## src/hw/rtl/cgs_pkg.sv

```systemverilog
// Shared types, constants and width helpers for the color gradient stepper.
`timescale 1ns / 1ps
`default_nettype none

package cgs_pkg;

    // Color channel layout.
    localparam int NUM_CHAN = 4;
    localparam int CHAN_W   = 8;
    localparam int FRAC_W   = 16;
    localparam int ACC_W    = CHAN_W + FRAC_W;

    // Default for the largest supported gradient length.
    localparam int MAX_STEPS_DEF = 4096;

    // Configuration port.
    localparam int CFG_IDX_W  = 2;
    localparam int CFG_DATA_W = 32;
    localparam int STEP_CNT_W = 13;

    localparam logic [CFG_IDX_W-1:0] REG_START_COLOR = 2'd0;
    localparam logic [CFG_IDX_W-1:0] REG_END_COLOR   = 2'd1;
    localparam logic [CFG_IDX_W-1:0] REG_STEP_COUNT  = 2'd2;
    localparam logic [CFG_IDX_W-1:0] REG_QUAD_MODE   = 2'd3;

    // Stream payload widths.
    localparam int STEP_NUM_W = 12;
    localparam int S_TDATA_W  = 8;
    localparam int M_TDATA_W  = 48;

    // Width that holds any step count from 0 to max_steps.
    function automatic int steps_width(input int max_steps);
        steps_width = $clog2(max_steps + 1);
    endfunction

    // Divider width: the cubic product or the scaled channel difference.
    function automatic int div_width(input int max_steps);
        int w;
        w = 3 * steps_width(max_steps) + CHAN_W;
        div_width = (w > ACC_W) ? w : ACC_W;
    endfunction

    // Controller states.
    typedef enum logic [2:0] {
        ST_IDLE,
        ST_MUL_A,
        ST_MUL_B,
        ST_MUL_C,
        ST_MUL_D,
        ST_DIV_LOAD,
        ST_DIV_RUN,
        ST_FINISH
    } cgs_state_t;

    // Commands from the controller to the datapath.
    typedef struct packed {
        logic accept;
        logic div_load;
        logic div_step;
        logic finish;
    } cgs_cmd_t;

    // Status from the datapath to the controller.
    typedef struct packed {
        logic need_div;
        logic out_free;
    } cgs_status_t;

endpackage

`default_nettype wire

```

## src/hw/rtl/cgs_ctrl.sv

```systemverilog
// Controller state machine that sequences each gradient step.
`timescale 1ns / 1ps
`default_nettype none

module cgs_ctrl #(
    parameter int DIV_W = 47
) (
    input  wire logic                clk,
    input  wire logic                rst_n,
    input  wire logic                in_valid,
    output logic                     in_ready,
    input  wire cgs_pkg::cgs_status_t status,
    output cgs_pkg::cgs_cmd_t        cmd
);

    localparam int CNT_W = $clog2(DIV_W + 1);

    cgs_pkg::cgs_state_t state_reg;
    cgs_pkg::cgs_state_t state_next;
    logic [CNT_W-1:0]    cnt_reg;
    logic [CNT_W-1:0]    cnt_next;

    // State and iteration counter.
    always_ff @(posedge clk or negedge rst_n)
    begin
        if (!rst_n)
        begin
            state_reg <= cgs_pkg::ST_IDLE;
            cnt_reg   <= '0;
        end
        else
        begin
            state_reg <= state_next;
            cnt_reg   <= cnt_next;
        end
    end

    // Next state and commands.
    always_comb
    begin
        state_next   = state_reg;
        cnt_next     = cnt_reg;
        cmd          = '0;
        in_ready     = 1'b0;
        unique case (state_reg)
            cgs_pkg::ST_IDLE:
            begin
                in_ready   = 1'b1;
                cmd.accept = in_valid;
                if (in_valid)
                begin
                    state_next = cgs_pkg::ST_MUL_A;
                end
            end
            cgs_pkg::ST_MUL_A:
            begin
                // Plain accumulator steps need no division.
                state_next = status.need_div ? cgs_pkg::ST_MUL_B : cgs_pkg::ST_FINISH;
            end
            cgs_pkg::ST_MUL_B:
            begin
                state_next = cgs_pkg::ST_MUL_C;
            end
            cgs_pkg::ST_MUL_C:
            begin
                state_next = cgs_pkg::ST_MUL_D;
            end
            cgs_pkg::ST_MUL_D:
            begin
                state_next = cgs_pkg::ST_DIV_LOAD;
            end
            cgs_pkg::ST_DIV_LOAD:
            begin
                cmd.div_load = 1'b1;
                cnt_next     = CNT_W'(DIV_W);
                state_next   = cgs_pkg::ST_DIV_RUN;
            end
            cgs_pkg::ST_DIV_RUN:
            begin
                cmd.div_step = 1'b1;
                cnt_next     = cnt_reg - 1'b1;
                if (cnt_reg == CNT_W'(1))
                begin
                    state_next = cgs_pkg::ST_FINISH;
                end
            end
            cgs_pkg::ST_FINISH:
            begin
                // Wait until the output register can take the result.
                if (status.out_free)
                begin
                    cmd.finish = 1'b1;
                    state_next = cgs_pkg::ST_IDLE;
                end
            end
        endcase
    end

endmodule

`default_nettype wire

```

## config.mk

```make
export PLATFORM = sky130hd
export DESIGN_NAME = cgs_ctrl
export DESIGN_NICKNAME = d
export VERILOG_FILES = /design/src/hw/rtl/cgs_pkg.sv /design/src/hw/rtl/cgs_ctrl.sv
export SDC_FILE = /design/constraint.sdc
export NUM_CORES = 1
export LEC_CHECK = 0
export BUFFER_PORTS_ARGS = -buffer_cell sky130_fd_sc_hd__buf_2
export CAP_MARGIN = 20
export CORE_AREA = 2 2 39 41
export CTS_CLUSTER_DIAMETER = 30
export DETAILED_ROUTE_END_ITERATION = 16
export DIE_AREA = 0 0 41 43
export HOLD_SLACK_MARGIN = 0.03
export MAX_ROUTING_LAYER = met4
export PLACE_DENSITY = 0.66
export SLEW_MARGIN = 20
export SYNTH_ARGS = -nofsm -noshare
export SYNTH_HDL_FRONTEND = slang
export SYNTH_SLANG_ARGS = --single-unit
```

## constraint.sdc

```tcl
create_clock -name clk -period 1.56 [get_ports clk]
set_clock_uncertainty 0.2 [all_clocks]
set_input_delay 0.468 -clock clk [delete_from_list [all_inputs] [get_ports clk]]
set_output_delay 0.468 -clock clk [all_outputs]
set_load 0.05 [all_outputs]
```

# [Yosys cells after proc, flatten, opt, wreduce, memory -nomap -nowiden]
# Cells that the tools add are included.
[totals] input_bits=5 ff_bits=9
[op_classes] add_sub_neg=1 n_eq_ne=11 n_reduce_logical=3 n_mux=12
[op_table] op="$pmux W3 S8" n=1
[op_table] op="$eq A3 B3 Y1 const B" n=4
[op_table] op="$mux W3" n=4
[op_table] op="$pmux W6 S2" n=1
[op_table] op="$eq A3 B2 Y1 const B" n=2
[op_table] op="$eq A6 B1 Y1 const B" n=1
[op_table] op="$mux W1" n=6
[op_table] op="$ne A2 B2 Y1 const B" n=3
[op_table] op="$sub A6 B1 Y6 const B" n=1
[op_table] op="$eq A3 B1 Y1 const B" n=1
[op_table] op="$logic_not A3 Y1" n=1
[op_table] op="$reduce_and A3 Y1" n=1
[op_table] op="$reduce_bool A2 Y1" n=1

# [Depth between registers and ports, before layout]
# Gate-level depths: netlist (run 1).
[logic_depth] word_depth=3 depth_mapped=5 mapped_depth_nobuf=5

# [Worst setup path before layout (run 1)]
# OpenSTA, ideal clock, no wires.
[synth_path] path_kind="reg2out" from="register state_reg[2]" to="output cmd[3] (netlist bit)" path_stages_with_launch=4 path_buffers=1 arrival_ps=2187 path_slack_ps=-1295 path_cell_list="dfrtp_1 > buf_2 > nor3_1 > and2_1"
[synth_rtl] element="from (decl)" line="cgs_ctrl.sv:18" rtl="cgs_pkg::cgs_state_t state_reg;"
[synth_rtl] element="from (signal assigned)" line="cgs_ctrl.sv:28" rtl="state_reg <= cgs_pkg::ST_IDLE;"
[synth_rtl] element="from (signal assigned)" line="cgs_ctrl.sv:33" rtl="state_reg <= state_next;"
[synth_rtl] element="to (decl)" line="cgs_ctrl.sv:13" rtl="output cgs_pkg::cgs_cmd_t cmd"

==> results of run 1 <==
==> power by group <==
group,internal [mW],leakage (nW),switching (mW),total (mW)
Sequential,0.234,0.110,0,0.234
Clock,0.0985,0.0150,0.0839,0.182
Combinational,0.0183,0.299,0.0170,0.0353
==> worst max-delay path, cell delays in order, from the launching register on <==
cell and delay, ns:
sky130_fd_sc_hd__dfrtp_2 0.47, sky130_fd_sc_hd__nand3b_1 0.24, sky130_fd_sc_hd__clkinvlp_4 0.12, sky130_fd_sc_hd__buf_8 0.14
==> layout by cell type (no fill, tap or decap), types with 3 or more instances in the layout <==
cell	netlist	final
sky130_fd_sc_hd__buf_4	0	18
sky130_fd_sc_hd__clkbuf_4	0	3
sky130_fd_sc_hd__buf_8	0	5
sky130_fd_sc_hd__a21oi_1	3	3
sky130_fd_sc_hd__inv_1	6	3
sky130_fd_sc_hd__dfrtp_1	9	6
sky130_fd_sc_hd__dfrtp_2	0	3
sky130_fd_sc_hd__o21ai_0	3	3
sky130_fd_sc_hd__buf_2	3	4
==> routing by layer <==
layer / GRT usage [%] / wire, µm / up-vias / part of all wire (%)
li1: - / - / 253 / -
met1: 25.9 / 566 / 248 / 43
met2: 28.4 / 699 / 6 / 54
met3: 1.57 / 27 / 2 / 2.1
met4: 8.00 / 9 / 0 / 0.69
met5: - / 0 / - / 0
==> worst paths after layout <==
kind,slack (ns),start,to,cells after the start
setup / recovery,-0.33,state_reg[1],cmd[2],3
hold / removal,0.36,status[1],state_reg[2],4
setup reg to reg,-0.04,cnt_reg[1],state_reg[0],5
hold reg to reg,0.39,cnt_reg[5],cnt_reg[5],2
max in group asynchronous,0.57,rst_n,state_reg[1],2
min in group asynchronous,0.39,rst_n,cnt_reg[3],2
==> cell type report <==
class                           instances  area [µm²]
Fill cell                             115         517
Multi-Input combinational cell         37         310
Timing Repair Buffer                   29         251
Sequential cell                         9         229
Inverter                                6        30.0
Clock buffer                            4        26.3
Tap cell                               16        20.0
==> cell families after synthesis <==
group / Yosys count / synth area share (%)
buffers and inverters: 9 / 7.25
AOI/OAI and AO/OA: 12 / 14.7
adders and majority gates: 2 / 4.83
xor gates and xnor gates: 1 / 1.69
and+or+nand+nor: 21 / 26.1
DFF: 9 / 43.5
muxes: 1 / 1.93
==> what timing repair did <==
action,CTS,global route
gates cloned,0,0
pin swaps,2,6
setup buffers,3,2
hold endpoints to repair,9,0
endpoints found under the setup margin,7,9
gates resized for setup,20,5
hold buffers,1,0
==> stage by stage <==
stage	std cells	worst slack, ns	cell area, µm²	total power, mW
floorplan	55	-0.439	569	0.250
global placement	92	-0.173	717	0.268
detailed placement	92	-0.225	717	0.268
CTS	100	-0.320	837	0.449
global route	101	-0.408	867	0.464
finish	101	-0.329	867	0.451
==> run_summary.xml, run 1 <==
<?xml version="1.0" encoding="UTF-8"?>
<metrics>
  <group name="clocking">
    <metric name="clk_pin_slew_worst_paths" unit="ns">0.06</metric>
    <metric name="cts.sinks" unit="">9</metric>
    <metric name="ctsRootBufferMaster" unit="">sky130_fd_sc_hd__clkbuf_4</metric>
    <metric name="cts-buffers-inserted" unit="">3</metric>
    <metric name="clkLatencyLatePin" unit="ns">0.25</metric>
    <metric name="clockBufferDepth" unit="">2</metric>
    <metric name="cts_tree" unit="">done</metric>
    <metric name="htreeDepth" unit="">1</metric>
  </group>
  <group name="power">
    <metric name="leakagePower" unit="nW">0.424</metric>
    <metric name="power-per-cell-area" unit="mW/mm²">521</metric>
    <metric name="vdd.ir_drop.worst" unit="V">0.000421</metric>
  </group>
  <group name="timing">
    <metric name="slew_viol_final" unit="">0</metric>
    <metric name="max_freq" unit="MHz">529</metric>
    <metric name="max_slew.worst_pin.slew" unit="ns">0.252</metric>
    <metric name="postLayoutSetupSlackWorst" unit="ns">-0.329</metric>
    <metric name="grt_setup_unrepaired" unit="">true</metric>
    <metric name="fin_hold_ws" unit="ns">0.360</metric>
    <metric name="period_needed" unit="ns">1.89</metric>
    <metric name="setup_viol" unit="">7</metric>
    <metric name="final_min_period_over_clock_period" unit="%">121</metric>
    <metric name="fin_tns_setup" unit="ns">-1.62</metric>
    <metric name="slew_headroom" unit="%">83.2</metric>
    <metric name="final_hold_violating_endpoints" unit="">0</metric>
  </group>
  <group name="global_routing">
    <metric name="groute.usage.overall" unit="%">19.1</metric>
    <metric name="grt_antenna_before_repair" unit="">0</metric>
    <metric name="grt_first_pass_wirelength" unit="mm">2.22</metric>
    <metric name="grt_overflow" unit="">0</metric>
    <metric name="grt_max_degree" unit="">10</metric>
    <metric name="grt_pass1_vias" unit="">553</metric>
  </group>
  <group name="logic_synthesis">
    <metric name="dominantRegCellSynth" unit="">sky130_fd_sc_hd__dfrtp_1</metric>
    <metric name="synth_warnings" unit="">0</metric>
    <metric name="syn_area_per_cell" unit="µm²">9.42</metric>
    <metric name="yosysUniqueCellTypes" unit="">26</metric>
    <metric name="number_of_enable_flip_flop_cells_after_synthesis" unit="">0</metric>
    <metric name="postSynthRegisterBits" unit="">9</metric>
    <metric name="yosysSeqAreaShare" unit="%">43.5</metric>
    <metric name="mappedNetlistNets" unit="">62</metric>
    <metric name="netlist_top_cells_count" unit="">9 x sky130_fd_sc_hd__dfrtp_1, 6 x sky130_fd_sc_hd__inv_1, 4 x sky130_fd_sc_hd__nor3_1</metric>
    <metric name="most_instantiated_library_cell_after_synthesis" unit="">sky130_fd_sc_hd__dfrtp_1</metric>
    <metric name="yosys.area.top_type" unit="">sky130_fd_sc_hd__dfrtp_1</metric>
    <metric name="mappedNetlistArea" unit="µm²">518</metric>
    <metric name="synth_async_sr_flop_share" unit="%">100</metric>
    <metric name="synthesis.instances" unit="">55</metric>
    <metric name="yosys-top-cells-area" unit="">sky130_fd_sc_hd__dfrtp_1 43%, sky130_fd_sc_hd__ha_1 4.8%, sky130_fd_sc_hd__inv_1 4.3%</metric>
    <metric name="synth_largest_type_area_fraction" unit="%">43.5</metric>
  </group>
  <group name="critical_path">
    <metric name="timing.critical_path.to_type" unit="">output pin</metric>
    <metric name="crit_fanout" unit="">7</metric>
    <metric name="data_arrival_time_at_the_worst_slack_endpoint" unit="ns">1.22</metric>
    <metric name="timing.critical_path.from_type" unit="">flip-flop</metric>
    <metric name="setup.worst_path.class" unit="">reg2out</metric>
    <metric name="critical_path_data_required_time" unit="ns">0.89</metric>
  </group>
  <group name="detailed_routing">
    <metric name="finalWirelength" unit="mm">1.30</metric>
    <metric name="dr.pass1.iters" unit="">2</metric>
    <metric name="post-route-drc-count" unit="">0</metric>
    <metric name="drtAntennaViolNets" unit="">0</metric>
    <metric name="route.detailed.vias_per_inst" unit="">5.04</metric>
    <metric name="detailedRoute.firstIterationViolations" unit="">3</metric>
    <metric name="detail_route.wl_per_cell" unit="µm">12.9</metric>
    <metric name="route.vias.total" unit="">509</metric>
  </group>
  <group name="floorplan">
    <metric name="start_util" unit="%">37.4</metric>
    <metric name="pin_count" unit="">10</metric>
    <metric name="dieHeight" unit="µm">43</metric>
    <metric name="die_w" unit="µm">41</metric>
    <metric name="die-area" unit="mm²">0.00176</metric>
    <metric name="core.rowCount" unit="">14</metric>
    <metric name="floorplan.core_area" unit="mm²">0.00138</metric>
  </group>
  <group name="final_layout">
    <metric name="largest_reg_flops" unit="">6</metric>
    <metric name="antenna_cells_inserted" unit="">0</metric>
    <metric name="area_delta_synth_final" unit="%">67.4</metric>
    <metric name="end_of_flow_core_utilization" unit="%">62.7</metric>
    <metric name="nets" unit="">93</metric>
    <metric name="drive_gt1_share" unit="%">55.3</metric>
  </group>
  <group name="outcome">
    <metric name="result_of_the_run" unit="">complete, but fails checks</metric>
    <metric name="violations" unit="">setup timing</metric>
  </group>
  <group name="worst_hold_path">
    <metric name="holdCritPathClass" unit="">in2reg</metric>
  </group>
  <group name="place">
    <metric name="dpl.hpwl" unit="µm">917</metric>
    <metric name="number_of_port_buffers" unit="">9</metric>
    <metric name="gpl.final_weighted_congestion" unit="">0.728</metric>
  </group>
  <group name="job">
    <metric name="max_cap_viol_count" unit="">0</metric>
  </group>
</metrics>
Note: power is estimated with default switching activity, not from simulation.
==> inputs of run 2 (changes only) <==
==> constraint.sdc (replaced) <==
create_clock -name clk -period 1.56 [get_ports clk]
set_clock_uncertainty 0.2 [all_clocks]
set_input_delay 0.468 -clock clk [delete_from_list [all_inputs] [get_ports clk]]
set_output_delay 0.468 -clock clk [all_outputs]
set_load 0.005 [all_outputs]
==> run 2 against run 1 <==
  * The run still ends with setup timing left
  * Sequential share of layout area up 1.9 points
  * Via count fell by 3.9%
  * First-iteration DRC count fell by 33%
  * Critical path type unchanged
  * Sequential power is essentially flat
  * Maximum frequency rose by 3.1%
  * Critical endpoint is now cmd[3]
  * Global-route usage shrank 1.5 points
  * Largest power group unchanged
==> run_summary.xml, run 2 (synthesized netlist as in run 1, its figures left out) <==
<?xml version="1.0" encoding="UTF-8"?>
<metrics>
  <group name="outcome">
    <metric name="result_of_the_run" unit="">complete, but fails checks</metric>
    <metric name="violations" unit="">setup timing</metric>
  </group>
  <group name="clocking">
    <metric name="cts.sinks" unit="">9</metric>
    <metric name="htreeDepth" unit="">1</metric>
    <metric name="ctsRootBufferMaster" unit="">sky130_fd_sc_hd__clkbuf_4</metric>
    <metric name="cts_tree" unit="">done</metric>
    <metric name="clk_pin_slew_worst_paths" unit="ns">0.06</metric>
    <metric name="cts-buffers-inserted" unit="">3</metric>
    <metric name="clkLatencyLatePin" unit="ns">0.26</metric>
    <metric name="clockBufferDepth" unit="">2</metric>
  </group>
  <group name="place">
    <metric name="setup_slack_at_placement" unit="ns">-0.0331</metric>
    <metric name="dpl.hpwl" unit="µm">873</metric>
    <metric name="number_of_port_buffers" unit="">9</metric>
    <metric name="gpl.final_weighted_congestion" unit="">0.792</metric>
    <metric name="place.detailed.instances" unit="">88</metric>
    <metric name="placed_area" unit="µm²">656</metric>
  </group>
  <group name="critical_path">
    <metric name="worst-path-buf-inv" unit="">1</metric>
    <metric name="critical_path.slowest_cell" unit="">sky130_fd_sc_hd__dfrtp_2</metric>
    <metric name="sequence_of_cells_on_the_critical_path" unit="">nor3_2, and2_1, buf_2</metric>
    <metric name="timing.critical_path.from_type" unit="">flip-flop</metric>
    <metric name="data_arrival_time_at_the_worst_slack_endpoint" unit="ns">1.16</metric>
    <metric name="worst_path_largest_cell_delay" unit="ns">0.45</metric>
    <metric name="crit_fanout" unit="">6</metric>
    <metric name="cpLargestDelayFamily" unit="">flip-flops</metric>
    <metric name="setup.worst_path.class" unit="">reg2out</metric>
    <metric name="critical_path_data_required_time" unit="ns">0.89</metric>
    <metric name="timing.critical_path.to_type" unit="">output pin</metric>
  </group>
  <group name="detailed_routing">
    <metric name="detail_route.wl_per_cell" unit="µm">12.7</metric>
    <metric name="finalWirelength" unit="mm">1.24</metric>
    <metric name="detailedRoute.firstIterationViolations" unit="">2</metric>
    <metric name="drtAntennaViolNets" unit="">0</metric>
    <metric name="post-route-drc-count" unit="">0</metric>
    <metric name="route.vias.total" unit="">489</metric>
    <metric name="dr.pass1.iters" unit="">4</metric>
    <metric name="route.detailed.vias_per_inst" unit="">4.99</metric>
  </group>
  <group name="floorplan">
    <metric name="pin_count" unit="">10</metric>
    <metric name="die-area" unit="mm²">0.00176</metric>
    <metric name="core.rowCount" unit="">14</metric>
    <metric name="die_w" unit="µm">41</metric>
    <metric name="floorplan.core_area" unit="mm²">0.00138</metric>
    <metric name="dieHeight" unit="µm">43</metric>
    <metric name="start_util" unit="%">37.4</metric>
  </group>
  <group name="timing">
    <metric name="final_min_period_over_clock_period" unit="%">117</metric>
    <metric name="period_needed" unit="ns">1.83</metric>
    <metric name="setup_viol" unit="">6</metric>
    <metric name="grt_setup_unrepaired" unit="">true</metric>
    <metric name="slew_viol_final" unit="">0</metric>
    <metric name="fin_tns_setup" unit="ns">-1.23</metric>
    <metric name="max_freq" unit="MHz">546</metric>
    <metric name="final_hold_violating_endpoints" unit="">0</metric>
    <metric name="fin_hold_ws" unit="ns">0.341</metric>
    <metric name="slew_headroom" unit="%">83.4</metric>
    <metric name="max_slew.worst_pin.slew" unit="ns">0.249</metric>
    <metric name="postLayoutSetupSlackWorst" unit="ns">-0.272</metric>
  </group>
  <group name="final_layout">
    <metric name="nets" unit="">90</metric>
    <metric name="finished_cell_area" unit="µm²">815</metric>
    <metric name="number_of_cells_in_the_finished_layout_apart_from_fillers" unit="">98</metric>
    <metric name="layout_commonest_cell" unit="">sky130_fd_sc_hd__buf_4</metric>
    <metric name="layout.filler_cells" unit="">132</metric>
    <metric name="area_delta_synth_final" unit="%">57.2</metric>
    <metric name="largest_reg_flops" unit="">6</metric>
    <metric name="mostFrequentLayoutCells" unit="">13 x sky130_fd_sc_hd__buf_4, 7 x sky130_fd_sc_hd__buf_2, 5 x sky130_fd_sc_hd__dfrtp_1, 5 x sky130_fd_sc_hd__buf_6</metric>
    <metric name="drive_gt1_share" unit="%">52.4</metric>
    <metric name="antenna_cells_inserted" unit="">0</metric>
  </group>
  <group name="global_routing">
    <metric name="grt_antenna_before_repair" unit="">0</metric>
    <metric name="grt_overflow" unit="">0</metric>
    <metric name="grt_max_degree" unit="">10</metric>
    <metric name="groute.usage.overall" unit="%">17.6</metric>
    <metric name="grt_pass1_vias" unit="">516</metric>
    <metric name="grt_first_pass_wirelength" unit="mm">2.06</metric>
  </group>
  <group name="worst_hold_path">
    <metric name="holdCritPathClass" unit="">in2reg</metric>
  </group>
  <group name="power">
    <metric name="leakagePower" unit="nW">0.404</metric>
    <metric name="vdd.ir_drop.worst" unit="V">0.000315</metric>
    <metric name="power-per-cell-area" unit="mW/mm²">533</metric>
  </group>
  <group name="job">
    <metric name="max_cap_viol_count" unit="">0</metric>
  </group>
</metrics>
[run 2: what timing repair did]
item,CTS,global route
pin swaps,8,7
resized for setup,10,11
setup endpoints to repair,7,10
hold buffers,1,0
setup buffers,4,2
hold endpoints to repair,9,0
[run 2: power by group]
part | internal (mW) | total (mW) | leakage (nW) | switching (mW)
Clock | 0.0983 | 0.175 | 0.0150 | 0.0763
Combinational | 0.0139 | 0.0255 | 0.281 | 0.0116
Sequential | 0.234 | 0.234 | 0.108 | 0
Total | 0.346 | 0.434 | 0.404 | 0.0879
[run 2: final cells by class]
type	count	area (µm²)	share of cell area (%)
inverter	6	22.5	2.76
timing repair buffer	26	199	24.4
clock buffer	4	26.3	3.23
tap	16	20.0	2.46
multi-input combinational	37	317	38.9
sequential	9	230	28.3
[run 2: worst paths after layout]
check                      cells after the start  slack, ns      endpoint          from
setup / recovery                               3      -0.27        cmd[3]  state_reg[2]
hold / removal                                 3       0.34  state_reg[1]     status[0]
setup reg to reg                               5      -0.09  state_reg[0]    cnt_reg[1]
hold reg to reg                                1       0.34    cnt_reg[0]    cnt_reg[0]
max in group asynchronous                      2       0.55  state_reg[0]         rst_n
min in group asynchronous                      2       0.40    cnt_reg[4]         rst_n
[run 2: through the flow]
step | power (mW) | utilization, %
after floorplan | 0.244 | -
after global placement | 0.257 | 47.4
after detailed placement | 0.257 | 47.4
after CTS | 0.442 | 54.3
after global routing | 0.458 | 58.9
final | 0.434 | 58.9
[run 2: worst min-delay path, delay by kind of cell]
kind	cells	cell delay [ns]
AO/OA/AOI/OAI	2	0.19
buffers and inverters	1	0.10
[run 2: metal layers]
| layer | global-route usage (%) | vias to the layer above | share of wire [%] | wire length, µm |
|---|---|---|---|---|
| met5 | - | - | 0 | 0 |
| met2 | 27.2 | 12 | 53 | 654 |
| li1 | - | 248 | - | - |
| met4 | 8.00 | 0 | 0 | 0 |
| met1 | 21.3 | 229 | 43 | 538 |
| met3 | 3.14 | 0 | 4.1 | 51 |
